**config.mk**
```make
export PLATFORM = sky130hd
export DESIGN_NAME = poll_backoff_scheduler
export DESIGN_NICKNAME = d
export VERILOG_FILES = /design/src/sv/pbs_pkg.sv /design/src/sv/pbs_ctrl.sv /design/src/sv/pbs_datapath.sv /design/src/sv/poll_backoff_scheduler.sv
export SDC_FILE = /design/constraint.sdc
export NUM_CORES = 2
export LEC_CHECK = 0
export BUFFER_PORTS_ARGS = -buffer_cell sky130_fd_sc_hd__buf_4
export CAP_MARGIN = 30
export CORE_ASPECT_RATIO = 0.8
export CORE_UTILIZATION = 55
export DETAILED_ROUTE_END_ITERATION = 8
export HOLD_SLACK_MARGIN = 0.15
export PLACE_DENSITY = 0.71
export SLEW_MARGIN = 20
export SYNTH_ARGS = -nofsm -noshare
export SYNTH_HDL_FRONTEND = slang
export SYNTH_SLANG_ARGS = --single-unit
```
**constraint.sdc**
```tcl
create_clock -name clock -period 9.5 [get_ports clock]
set_input_delay 0.95 -clock clock [delete_from_list [all_inputs] [get_ports clock]]
set_output_delay 0.95 -clock clock [all_outputs]
set_load 0.03 [all_outputs]
```
**src/sv/pbs_pkg.sv**
```systemverilog
// Shared types and constants for the poll backoff scheduler.
// No dependencies; used by the controller, datapath and top level.
package pbs_pkg;

   localparam int TIME_W  = 32;
   localparam int CNT_W   = 8;
   localparam int KIND_W  = 2;
   localparam int DEV_W   = 4;
   localparam int CAP_W   = 8;

   localparam logic [KIND_W-1:0] REQ_QUERY   = 2'd0;
   localparam logic [KIND_W-1:0] REQ_SUCCESS = 2'd1;
   localparam logic [KIND_W-1:0] REQ_FAILURE = 2'd2;
   localparam logic [KIND_W-1:0] REQ_CLEAR   = 2'd3;

   localparam logic [CAP_W-1:0] CAP_RESET   = 8'd8;
   localparam logic [CNT_W-1:0] CNT_MAX     = 8'd255;
   localparam logic [CNT_W-1:0] CNT_CAP_MIN = 8'd3;

   typedef struct packed {
      logic [TIME_W-1:0] success_time;
      logic [TIME_W-1:0] attempt_time;
      logic [CNT_W-1:0]  fail_count;
   } entry_type;

   typedef struct packed {
      logic load;    // capture request, read the entry
      logic calc;    // elapsed time and scaled interval
      logic finish;  // compare, write back, present result
   } ctl_cmd_type;

endpackage

```
**src/sv/pbs_ctrl.sv**
```systemverilog
// Sequencer for the poll backoff scheduler: one request at a time.
// Depends on pbs_pkg for the command struct.
module pbs_ctrl (
   input  logic                 clock,
   input  logic                 reset,
   input  logic                 start,
   output logic                 busy,
   output pbs_pkg::ctl_cmd_type cmd
);

   localparam logic [1:0] ST_IDLE = 2'd0;
   localparam logic [1:0] ST_CALC = 2'd1;
   localparam logic [1:0] ST_FIN  = 2'd2;

   logic [1:0] state_ff;
   logic [1:0] state_in;

   always_comb begin
      state_in = state_ff;
      unique case (state_ff)
         ST_IDLE: begin
            if (start) state_in = ST_CALC;
         end
         ST_CALC: state_in = ST_FIN;
         ST_FIN:  state_in = ST_IDLE;
         default: state_in = ST_IDLE;
      endcase
   end

   always_ff @(posedge clock) begin
      if (reset) begin
         state_ff <= ST_IDLE;
      end else begin
         state_ff <= state_in;
      end
   end

   assign busy       = (state_ff != ST_IDLE);
   assign cmd.load   = (state_ff == ST_IDLE) && start;
   assign cmd.calc   = (state_ff == ST_CALC);
   assign cmd.finish = (state_ff == ST_FIN);

endmodule

```
**src/sv/pbs_datapath.sv**
```systemverilog
// Datapath for the poll backoff scheduler: device table memory, valid bits,
// backoff arithmetic and result registers. Depends on pbs_pkg.
module pbs_datapath #(
   parameter int DEVICES = 16
) (
   input  logic                               clock,
   input  logic                               reset,
   input  pbs_pkg::ctl_cmd_type               cmd,
   input  logic [pbs_pkg::KIND_W-1:0]         req_type,
   input  logic [pbs_pkg::DEV_W-1:0]          req_dev_index,
   input  logic [pbs_pkg::TIME_W-1:0]         req_poll_interval,
   input  logic [pbs_pkg::TIME_W-1:0]         req_now_time,
   input  logic                               cap_we,
   input  logic [pbs_pkg::CAP_W-1:0]          cap_wdata,
   output logic                               rsp_valid,
   output logic                               rsp_due_now,
   output logic [pbs_pkg::CNT_W-1:0]          rsp_fail_total,
   output logic [pbs_pkg::TIME_W-1:0]         rsp_last_success_time
);

   localparam int IDX_W = (DEVICES > 1) ? $clog2(DEVICES) : 1;

   // table storage, no reset; valid bits stand in for the cleared state
   pbs_pkg::entry_type mem [DEVICES];
   logic [DEVICES-1:0] valid_ff;

   logic [pbs_pkg::CAP_W-1:0]  cap_ff;

   logic [pbs_pkg::KIND_W-1:0] kind_ff;
   logic [IDX_W-1:0]           idx_ff;
   logic                       in_range_ff;
   logic [pbs_pkg::TIME_W-1:0] interval_ff;
   logic [pbs_pkg::TIME_W-1:0] now_ff;
   pbs_pkg::entry_type         rd_entry_ff;
   logic                       rd_valid_ff;

   logic [pbs_pkg::TIME_W-1:0] elapsed_ff;
   logic [pbs_pkg::TIME_W-1:0] limit_ff;
   logic                       never_ff;

   logic                       rsp_valid_ff;
   logic                       rsp_due_ff;
   logic [pbs_pkg::CNT_W-1:0]  rsp_fail_ff;
   logic [pbs_pkg::TIME_W-1:0] rsp_succ_ff;

   logic [IDX_W-1:0]           rd_addr;
   logic                       in_range;
   pbs_pkg::entry_type         entry_cur;
   logic [pbs_pkg::CAP_W-1:0]  scale;
   logic [pbs_pkg::TIME_W-1:0] product;
   pbs_pkg::entry_type         entry_new;
   logic                       entry_we;
   logic                       due;

   assign rd_addr  = IDX_W'(req_dev_index);
   assign in_range = (32'(req_dev_index) < DEVICES);

   assign entry_cur = rd_valid_ff ? rd_entry_ff : '0;

   always_comb begin
      if (entry_cur.fail_count >= pbs_pkg::CNT_CAP_MIN) begin
         scale = cap_ff;
      end else begin
         scale = pbs_pkg::CAP_W'(1) << entry_cur.fail_count[1:0];
      end
   end

   // scaled interval wraps at 32 bits
   assign product = interval_ff * pbs_pkg::TIME_W'(scale);

   always_comb begin
      entry_new = entry_cur;
      entry_we  = 1'b0;
      unique case (kind_ff)
         pbs_pkg::REQ_SUCCESS: begin
            entry_new.success_time = now_ff;
            entry_new.attempt_time = now_ff;
            entry_new.fail_count   = '0;
            entry_we               = in_range_ff;
         end
         pbs_pkg::REQ_FAILURE: begin
            entry_new.attempt_time = now_ff;
            if (entry_cur.fail_count != pbs_pkg::CNT_MAX) begin
               entry_new.fail_count = entry_cur.fail_count + pbs_pkg::CNT_W'(1);
            end
            entry_we = in_range_ff;
         end
         pbs_pkg::REQ_QUERY,
         pbs_pkg::REQ_CLEAR: begin
            entry_we = 1'b0;
         end
         default: entry_we = 1'b0;
      endcase
   end

   assign due = (kind_ff == pbs_pkg::REQ_QUERY) && in_range_ff &&
                (never_ff || (elapsed_ff >= limit_ff));

   always_ff @(posedge clock) begin
      if (cmd.load) begin
         rd_entry_ff <= mem[rd_addr];
      end
      if (cmd.finish && entry_we) begin
         mem[idx_ff] <= entry_new;
      end
   end

   always_ff @(posedge clock) begin
      if (reset) begin
         valid_ff <= '0;
         cap_ff   <= pbs_pkg::CAP_RESET;
      end else begin
         if (cap_we) begin
            cap_ff <= cap_wdata;
         end
         if (cmd.finish) begin
            if (kind_ff == pbs_pkg::REQ_CLEAR) begin
               valid_ff <= '0;
            end else if (entry_we) begin
               valid_ff[idx_ff] <= 1'b1;
            end
         end
      end
   end

   always_ff @(posedge clock) begin
      if (cmd.load) begin
         kind_ff     <= req_type;
         idx_ff      <= rd_addr;
         in_range_ff <= in_range;
         interval_ff <= req_poll_interval;
         now_ff      <= req_now_time;
         rd_valid_ff <= in_range ? valid_ff[rd_addr] : 1'b0;
      end
      if (cmd.calc) begin
         elapsed_ff <= now_ff - entry_cur.attempt_time;
         limit_ff   <= product;
         never_ff   <= (entry_cur.attempt_time == '0);
      end
   end

   always_ff @(posedge clock) begin
      if (reset) begin
         rsp_valid_ff <= 1'b0;
      end else begin
         rsp_valid_ff <= cmd.finish;
      end
   end

   always_ff @(posedge clock) begin
      if (cmd.finish) begin
         rsp_due_ff <= due;
         if (in_range_ff && (kind_ff != pbs_pkg::REQ_CLEAR)) begin
            rsp_fail_ff <= entry_new.fail_count;
            rsp_succ_ff <= entry_new.success_time;
         end else begin
            rsp_fail_ff <= '0;
            rsp_succ_ff <= '0;
         end
      end
   end

   assign rsp_valid             = rsp_valid_ff;
   assign rsp_due_now           = rsp_due_ff;
   assign rsp_fail_total        = rsp_fail_ff;
   assign rsp_last_success_time = rsp_succ_ff;

endmodule

```
**src/sv/poll_backoff_scheduler.sv**
```systemverilog
// Poll backoff scheduler, top level: controller plus datapath.
// Depends on pbs_pkg, pbs_ctrl and pbs_datapath.
//
// Usage:
//   Request channel: drive req_* and raise start; the request is taken at a
//   rising edge with start high and busy low. busy stays high until the
//   result is produced.
//   Result channel: rsp_valid pulses for one cycle with rsp_due_now,
//   rsp_fail_total and rsp_last_success_time. The receiver cannot stall;
//   it must take the result in that cycle.
//   CSR channel: csr_wdata loads backoff_cap when csr_valid and csr_ready
//   are high; csr_ready is always high. Write only while idle.
//   Sequence: the request is loaded at the accepting edge, then passes
//   the CALC and FIN states; the result is registered at the end of FIN.
//   Only one request is in flight; the next waits for the table read, the
//   registered interval-times-scale multiply, then compare and write-back.
//   A new request may be taken in the same cycle a result is shown.
//   Reset: synchronous; table reads as all zero (valid bits cleared),
//   backoff_cap returns to 8, no result is pending.
module poll_backoff_scheduler #(
   parameter int DEVICES = 16
) (
   input  logic                         clock,
   input  logic                         reset,
   input  logic                         start,
   output logic                         busy,
   input  logic [pbs_pkg::KIND_W-1:0]   req_type,
   input  logic [pbs_pkg::DEV_W-1:0]    req_dev_index,
   input  logic [pbs_pkg::TIME_W-1:0]   req_poll_interval,
   input  logic [pbs_pkg::TIME_W-1:0]   req_now_time,
   output logic                         rsp_valid,
   output logic                         rsp_due_now,
   output logic [pbs_pkg::CNT_W-1:0]    rsp_fail_total,
   output logic [pbs_pkg::TIME_W-1:0]   rsp_last_success_time,
   input  logic                         csr_valid,
   output logic                         csr_ready,
   input  logic [pbs_pkg::CAP_W-1:0]    csr_wdata
);

   pbs_pkg::ctl_cmd_type cmd;

   assign csr_ready = 1'b1;

   pbs_ctrl u_ctrl (
      .clock (clock),
      .reset (reset),
      .start (start),
      .busy  (busy),
      .cmd   (cmd)
   );

   pbs_datapath #(
      .DEVICES (DEVICES)
   ) u_datapath (
      .clock                 (clock),
      .reset                 (reset),
      .cmd                   (cmd),
      .req_type              (req_type),
      .req_dev_index         (req_dev_index),
      .req_poll_interval     (req_poll_interval),
      .req_now_time          (req_now_time),
      .cap_we                (csr_valid && csr_ready),
      .cap_wdata             (csr_wdata),
      .rsp_valid             (rsp_valid),
      .rsp_due_now           (rsp_due_now),
      .rsp_fail_total        (rsp_fail_total),
      .rsp_last_success_time (rsp_last_success_time)
   );

endmodule

```
Yosys cells after proc, flatten, opt, wreduce, memory -nomap -nowiden
Memory sizes are Yosys's and may differ from the RTL's. A register that Yosys moved wholly into a read port is not among the register bits.
Index checks and enable logic that the tools add are counted.
- flip-flop bits (word level): 204
- latch bits: 0
- bits in writable memories: 1152
- bits in read-only memories: 0
- input port bits: 82
- output and inout port bits: 44
- logic and storage cells: 63
- memories: 1
- memory list (memory ; depth ; width ; rd ports ; clocked after memory_dff ; wr ports ; line ; text):
    u_datapath.mem ; 16 ; 72 ; 1 ; 1 ; 1 ; pbs_datapath.sv:24 ; pbs_pkg::entry_type mem [DEVICES];
- $add $sub $neg: 2
- multiply operators: 1
- divide/modulo/power cells: 0
- $lt $le $gt $ge: 5
- equal/unequal tests: 8
- shift-type cells: 1
- mux-type cells: 16
- bitwise logic cells: 1
- reduce and logical (&&, ||, !) cells: 13
- operator list (operator ; number):
    one-hot mux 40 bit (2 select lines) ; 1
    2-to-1 mux 72 bit ; 1
    >= comparator 32 bit ; 1
    zero test 32 bit ; 1
    multiplier 32 x 8 -> 32 bit ; 1
    2-to-1 mux 16 bit ; 2
    2-to-1 mux 32 bit ; 1
    subtractor 32 bit ; 1
    2-to-1 mux 8 bit ; 2
    bitwise OR 16 bit ; 1
    < comparator 4 x 5 -> 1 bit, second input constant ; 2
    adder 8 x 1 -> 8 bit, second input constant ; 1
    >= comparator 8 x 2 -> 1 bit, second input constant ; 1
    != test 8 bit, second input constant ; 1
    left shift 1 x 2 -> 8 bit, first input constant ; 1
    equality test 2 bit, second input constant ; 3
    binary-select mux 1 bit (select 4 bit) ; 1
    demux 1 bit (select 4 bit) ; 1
    equality test 2 x 1 -> 1 bit, second input constant ; 2
    >= comparator 4 x 1 -> 1 bit, second input constant ; 1
    logical AND 1 bit ; 4
    zero test 2 bit ; 2
    2-to-1 mux 1 bit ; 4
    != test 2 bit, second input constant ; 2
    other kinds (7) ; 9

Logic depth before layout (Yosys ltp)
- depth in word-level cells: 7
- mapped depth: 26
- depth with buffers taken out: 25

By module
Synthesis repeated with hierarchy kept, for this count alone.
- cells, all modules: 3299
- area total of the unflattened synthesis: 62180.9 µm²
- modules (own cells, without submodules) (module ; times used ; cells each ; area each (µm²) ; seq. area each (µm²)):
    pbs_datapath ; 1 ; 3288 ; 62070.8 ; 42570.8
    pbs_ctrl ; 1 ; 9 ; 98.8 ; 40.0
    poll_backoff_scheduler ; 1 ; 2 ; 11.3 ; 0.0

Worst setup path after synthesis
Ideal clock, no wire load.
- path type: reg-to-reg
- start point: register u_ctrl.state_ff[1]
- end point: memory u_datapath.mem[3][0] in the netlist's numbering (enable)
- library setup time: 0.590 ns
- arrival time: 7.680 ns
- data required time: 8.910 ns
- path slack: 1.229 ns
- cell stages (with the launch flop): 5
- path buffers: 0
- clock period less this slack: 8.271 ns
- cells stage by stage: dfxtp_1 -> nor2b_1 -> and2_1 -> nand3_1 -> nor3_1
- RTL lines (item ; line ; text):
    from (decl) ; pbs_ctrl.sv:15 ; logic [1:0] state_ff;
    from (signal assigned) ; pbs_ctrl.sv:34 ; state_ff <= state_in;
    to (decl) ; pbs_datapath.sv:24 ;

Worst setup path in the final report
- start point: register u_datapath.rd_valid_ff
- end point: register u_datapath.limit_ff[31] in the netlist's numbering, data pin
- longest elaborated chain between the ends: 4
- elaborated cells between the ends (all ways): 5
- those cells by class: mul (1); order compare (1); shift (1); mux (2)
- RTL lines (item ; line ; text):
    from (decl) ; pbs_datapath.sv:35 ; logic rd_valid_ff;
    from (signal assigned) ; pbs_datapath.sv:133 ; rd_valid_ff <= in_range ? valid_ff[rd_addr] : 1'b0;
    2-to-1 mux 72 bit * ; pbs_datapath.sv:58 ; assign entry_cur = rd_valid_ff ? rd_entry_ff : '0;
    >= comparator 8 x 2 -> 1 bit / left shift 1 x 2 -> 8 bit (equally long branches) ; pbs_datapath.sv:61, pbs_datapath.sv:64 ;
    2-to-1 mux 8 bit * ; pbs_datapath.sv:61 ; if (entry_cur.fail_count >= pbs_pkg::CNT_CAP_MIN) begin
    multiplier 32 x 8 -> 32 bit * ; pbs_datapath.sv:69 ; assign product = interval_ff * pbs_pkg::TIME_W'(scale);
    net u_datapath.product, one bit ; pbs_datapath.sv:50 ; logic [pbs_pkg::TIME_W-1:0] product;
    to (signal assigned) ; pbs_datapath.sv:137 ; limit_ff <= product;
    to (decl) ; pbs_datapath.sv:38 ; logic [pbs_pkg::TIME_W-1:0] limit_ff;
The timed path passes the listed nets; every way through them passes the cells marked *.
A chain may end at the register's enable or synchronous reset.

==> impl_summary.log <==
INFO  metric cts_max_path_buffers = 3
INFO  metric reg2regPathDepth = 24
INFO  metric boundaryPins = 126
INFO  metric critical_path.reg2reg.endpoint = u_datapath.limit_ff[31]
INFO  metric finalCritPeriodShare = 0.719
INFO  metric timing.critical_path.required = 9.99 ns
INFO  metric drive_gt1_frac = 0.228
INFO  metric globalRouteOverflowTotal = 0
INFO  metric synth_nets = 3643
INFO  metric buffer_ports.inserted = 124
INFO  metric share_of_total_power_consumed_by_net_switching = 0.237
INFO  metric clock_insertion_delay_worst_skew = 0.78 ns
INFO  metric antenna_cells_inserted = 0
INFO  metric total_area_of_sequential_cells = 42600 um^2
INFO  metric fin_hold_ws = roughly 0.35 ns
INFO  metric grt_pass1_wl = around 220000 um
INFO  metric layout.cells.most_common_list = 1401 x edfxtp_1, 365 x mux4_2, 203 x buf_4
INFO  metric p_per_area = a little over 200 nW/um^2
INFO  metric maxCapViolCount = 0
INFO  metric postSynth.asyncResetShare = 0
INFO  metric drt_iter0_markers = around 3500
INFO  metric most_common_cell_after_layout_fill_and_taps_aside = edfxtp_1
INFO  metric routed-via-count = 31900
INFO  metric startpoint_type = register
INFO  metric count_of_flip_flops_with_a_built_in_enable_after_synthesis = 1401
INFO  metric holdBufCountCts = 0
INFO  metric p_sw = 3.32 mW
INFO  metric rsz0062_at_grt = false
INFO  metric timing.final.setup_violations = 0
INFO  metric antenna_found_initial = 4
INFO  metric synthesis.instances = 3293
INFO  metric route.final.wire_length = 148000 um
INFO  metric ys_seq_elements = ~1400
INFO  metric timing.hold.worst.class = in -> reg
INFO  metric irDropWorstVdd = between 0.15 and 0.2 mV
INFO  metric cellInternalPower = about 11 mW
INFO  metric ctsHtreeMaxLevel = 4
INFO  metric floorplan.initialDensity = 0.559
INFO  metric overall_fraction_of_global_route_tracks_in_use = 0.266
INFO  metric cp_startpoint = u_datapath.rd_valid_ff
INFO  metric numClockSinks = 1428
INFO  metric hold_viol = 0
INFO  metric pwr-share-clk = 0.381
INFO  metric postCtsResizedCells = 0
INFO  metric syn_area_per_cell = approximately 19 um^2
INFO  metric ant_nets = 0
INFO  metric leakagePower = 24.0 nW
INFO  metric routabilityCongestion = 0.849
INFO  metric synth_flop_cell = edfxtp_1
INFO  metric power.share.sequential = 0.515
INFO  metric report.final.slew_viol_count = 0
INFO  metric worst-endpoint-arrival = 7.32 ns
INFO  metric cts_buffers = 137
INFO  metric wire_per_inst = slightly below 30 um
INFO  metric chipHeight = 303 um
INFO  metric fin_tns_setup = 0 ns
INFO  metric cp-endpoint = u_datapath.limit_ff[31]
INFO  metric fin_skew = 0.0298 ns
INFO  metric yosys_warning_count = 0
INFO  metric worst_pin_slew = 1.03 ns
INFO  metric pin_count_of_the_biggest_net_entering_global_routing = between 100 and 150
INFO  metric postcts_setup_bufs = 0
INFO  metric first_global_vias = 33300
INFO  metric fp.dieW = 378 um
INFO  metric comb_power_share = 0.103
INFO  metric final.fill_count = 7601
INFO  metric vias_per_cell = 6.24
INFO  metric design.final.nets = between 3000 and 4000
INFO  metric synth_top_area_frac = 0.677
INFO  metric design.die.area = 114000 um^2
INFO  metric drt_drc_violations_left = 0
INFO  metric reg2reg_from = u_datapath.rd_valid_ff
INFO  metric critPathKind = reg -> reg
INFO  metric maxSlewHeadroom = 0.314
INFO  metric top_cell_type_by_total_area_after_synthesis = edfxtp_1
INFO  metric syn-cell-area = 62100 um^2
INFO  metric setup.reg_to_reg.worst_slack = 2.67 ns
INFO  metric result_of_the_run = finished, final reports clean
INFO  metric core_area = 111000 um^2
INFO  metric worst_setup_path_end_kind = register
INFO  metric clock_pin_transition_on_the_worst_setup_and_hold_timing_paths = 0.06 ns
INFO  metric syn_to_final_growth = 12.2%
INFO  metric synth.area.top_cells = edfxtp_1 68%, mux4_2 13%, fa_1 5.1%, ha_1 2.2%, and2_1 1.8%
INFO  metric fmax = around 0.15 GHz
INFO  metric std_cell_rows = 109
INFO  metric synth_cell_types = 72
INFO  metric multiInputGateArea = 18400 um^2
INFO  metric clockRootBuffer = clkbuf_16
INFO  metric post-route-min-period = 6.83 ns
INFO  metric largest_fanout_of_any_net_on_the_critical_path = 30
INFO  metric place_hpwl = 83000 um
INFO  metric ys_seq_area_frac = 0.686
INFO  metric drt_first_pass_iters = 6
INFO  metric tritoncts = built
[critical path, stage by stage (launching register included)]
cell and delay, ns:
edfxtp_1 0.53, nand2_1 0.18, inv_1 0.11, ha_1 0.30, a21oi_4 0.30, mux2i_2 0.24
buf_4 0.35, nor2b_1 0.12, fa_1 0.52, fa_1 0.51, fa_1 0.52, inv_1 0.06
fa_1 0.48, inv_1 0.05, ha_1 0.33, a21o_1 0.20, a21o_1 0.16, a21o_1 0.23
a21oi_2 0.17, a21boi_1 0.13, nor2_1 0.21, o21ai_1 0.15, a41o_1 0.30, o41ai_2 0.24
xnor2_1 0.13
[metal layers]
| layer | track usage | vias to the layer above | wire length (um) |
|---|---|---|---|
| li1 | - | 13300 | - |
| met1 | 0.375 | 16900 | 59600 |
| met2 | 0.430 | 1540 | 71800 |
| met3 | 0.0557 | 226 | 13200 |
| met4 | 0.0701 | 6 | 3100 |
| met5 | 0 | - | 34 |
[cell type report]
type | count | area share
clock buffers | 168 | 0.0515
repair buffers | 215 | 0.0246
inverters | 183 | 0.00985
flip-flops and latches | 1428 | 0.611
well taps | 1498 | 0.0269
clock inverters | 78 | 0.0114
multi-input cells | 1548 | 0.264
[cells in the mapped netlist, types with 3 or more instances]
cell type	count
nor2b_1	52
clkbuf_1	99
buf_2	9
dfxtp_1	27
nor4_1	4
nand2_1	144
o41ai_1	6
or2_2	4
a21o_1	36
o21bai_1	9
a21oi_1	62
nor3_1	27
mux2i_1	8
nand3_1	13
mux4_2	365
a21oi_2	3
fa_1	157
or3_1	3
inv_1	182
o21ai_0	54
ha_1	111
a22o_1	39
xnor2_1	52
a31oi_1	6
o211ai_1	3
and2_1	183
nand2b_1	13
xor2_1	13
nand4_1	12
edfxtp_1	1401
buf_1	25
o21a_1	20
a211oi_1	4
o21ai_1	7
nor2_1	94
[power groups by stage]
stage / Clock, mW / Combinational, mW / Sequential [mW]
2_1_floorplan: 0 / 1.00 / 7.32
3_3_place_gp: 0 / 1.37 / 7.35
3_5_place_dp: 0 / 1.41 / 7.35
4_1_cts: 5.43 / 1.44 / 7.22
5_1_grt: 5.65 / 1.60 / 7.22
6_report: 5.34 / 1.45 / 7.22
[flip-flops by register name, summed over array words and instances, names as in the netlist]
name and flops:
u_datapath.rd_valid_ff 1, u_datapath.rsp_due_now 1, u_datapath.rsp_last_success_time 32, u_datapath.never_ff 1, u_ctrl.state_ff 2, u_datapath.interval_ff 32
u_datapath.elapsed_ff 32, u_datapath.rd_entry_ff 72, u_datapath.rsp_fail_total 8, u_datapath.limit_ff 32, u_datapath.mem 1152, u_datapath.rsp_valid 1
u_datapath.cap_ff 8, u_datapath.kind_ff 2, u_datapath.valid_ff 16, u_datapath.now_ff 32, u_datapath.idx_ff 4
[worst min path at each step]
stage,from,to,slack (ns),depth (start not counted)
2_1_floorplan,u_datapath.valid_ff[10],u_datapath.valid_ff[10],0.43,2
3_3_place_gp,u_datapath.valid_ff[9],u_datapath.valid_ff[9],0.44,2
3_5_place_dp,u_datapath.valid_ff[6],u_datapath.valid_ff[6],0.46,2
4_1_cts,req_poll_interval[9],u_datapath.interval_ff[9],0.31,1
5_1_grt,req_poll_interval[8],u_datapath.interval_ff[8],0.32,1
6_report,req_now_time[15],u_datapath.now_ff[15],0.35,1
[kinds of logic after synthesis]
kind of cell | share of synthesized area
flip-flops | 0.686
AND/OR/NAND/NOR | 0.0469
multiplexers | 0.134
buffers and inverters | 0.0194
AO/OA/AOI/OAI | 0.0313
adder cells (fa/ha/maj) | 0.0730
XOR/XNOR | 0.00917
other | 0.0000604
[stage by stage]
step,utilization,power [mW],worst slack (ns),std cells,cell area (um^2)
after floorplan,-,8.32,1.23,3293,62100
after detailed placement,0.586,8.76,2.76,4857,65100
final,0.627,14.0,2.67,5118,69700
after CTS,0.625,14.1,2.72,5103,69500
after global placement,0.586,8.72,3.00,4855,65100
after global routing,0.627,14.5,2.29,5118,69700
No activity file was read; power rests on OpenSTA's default activity.
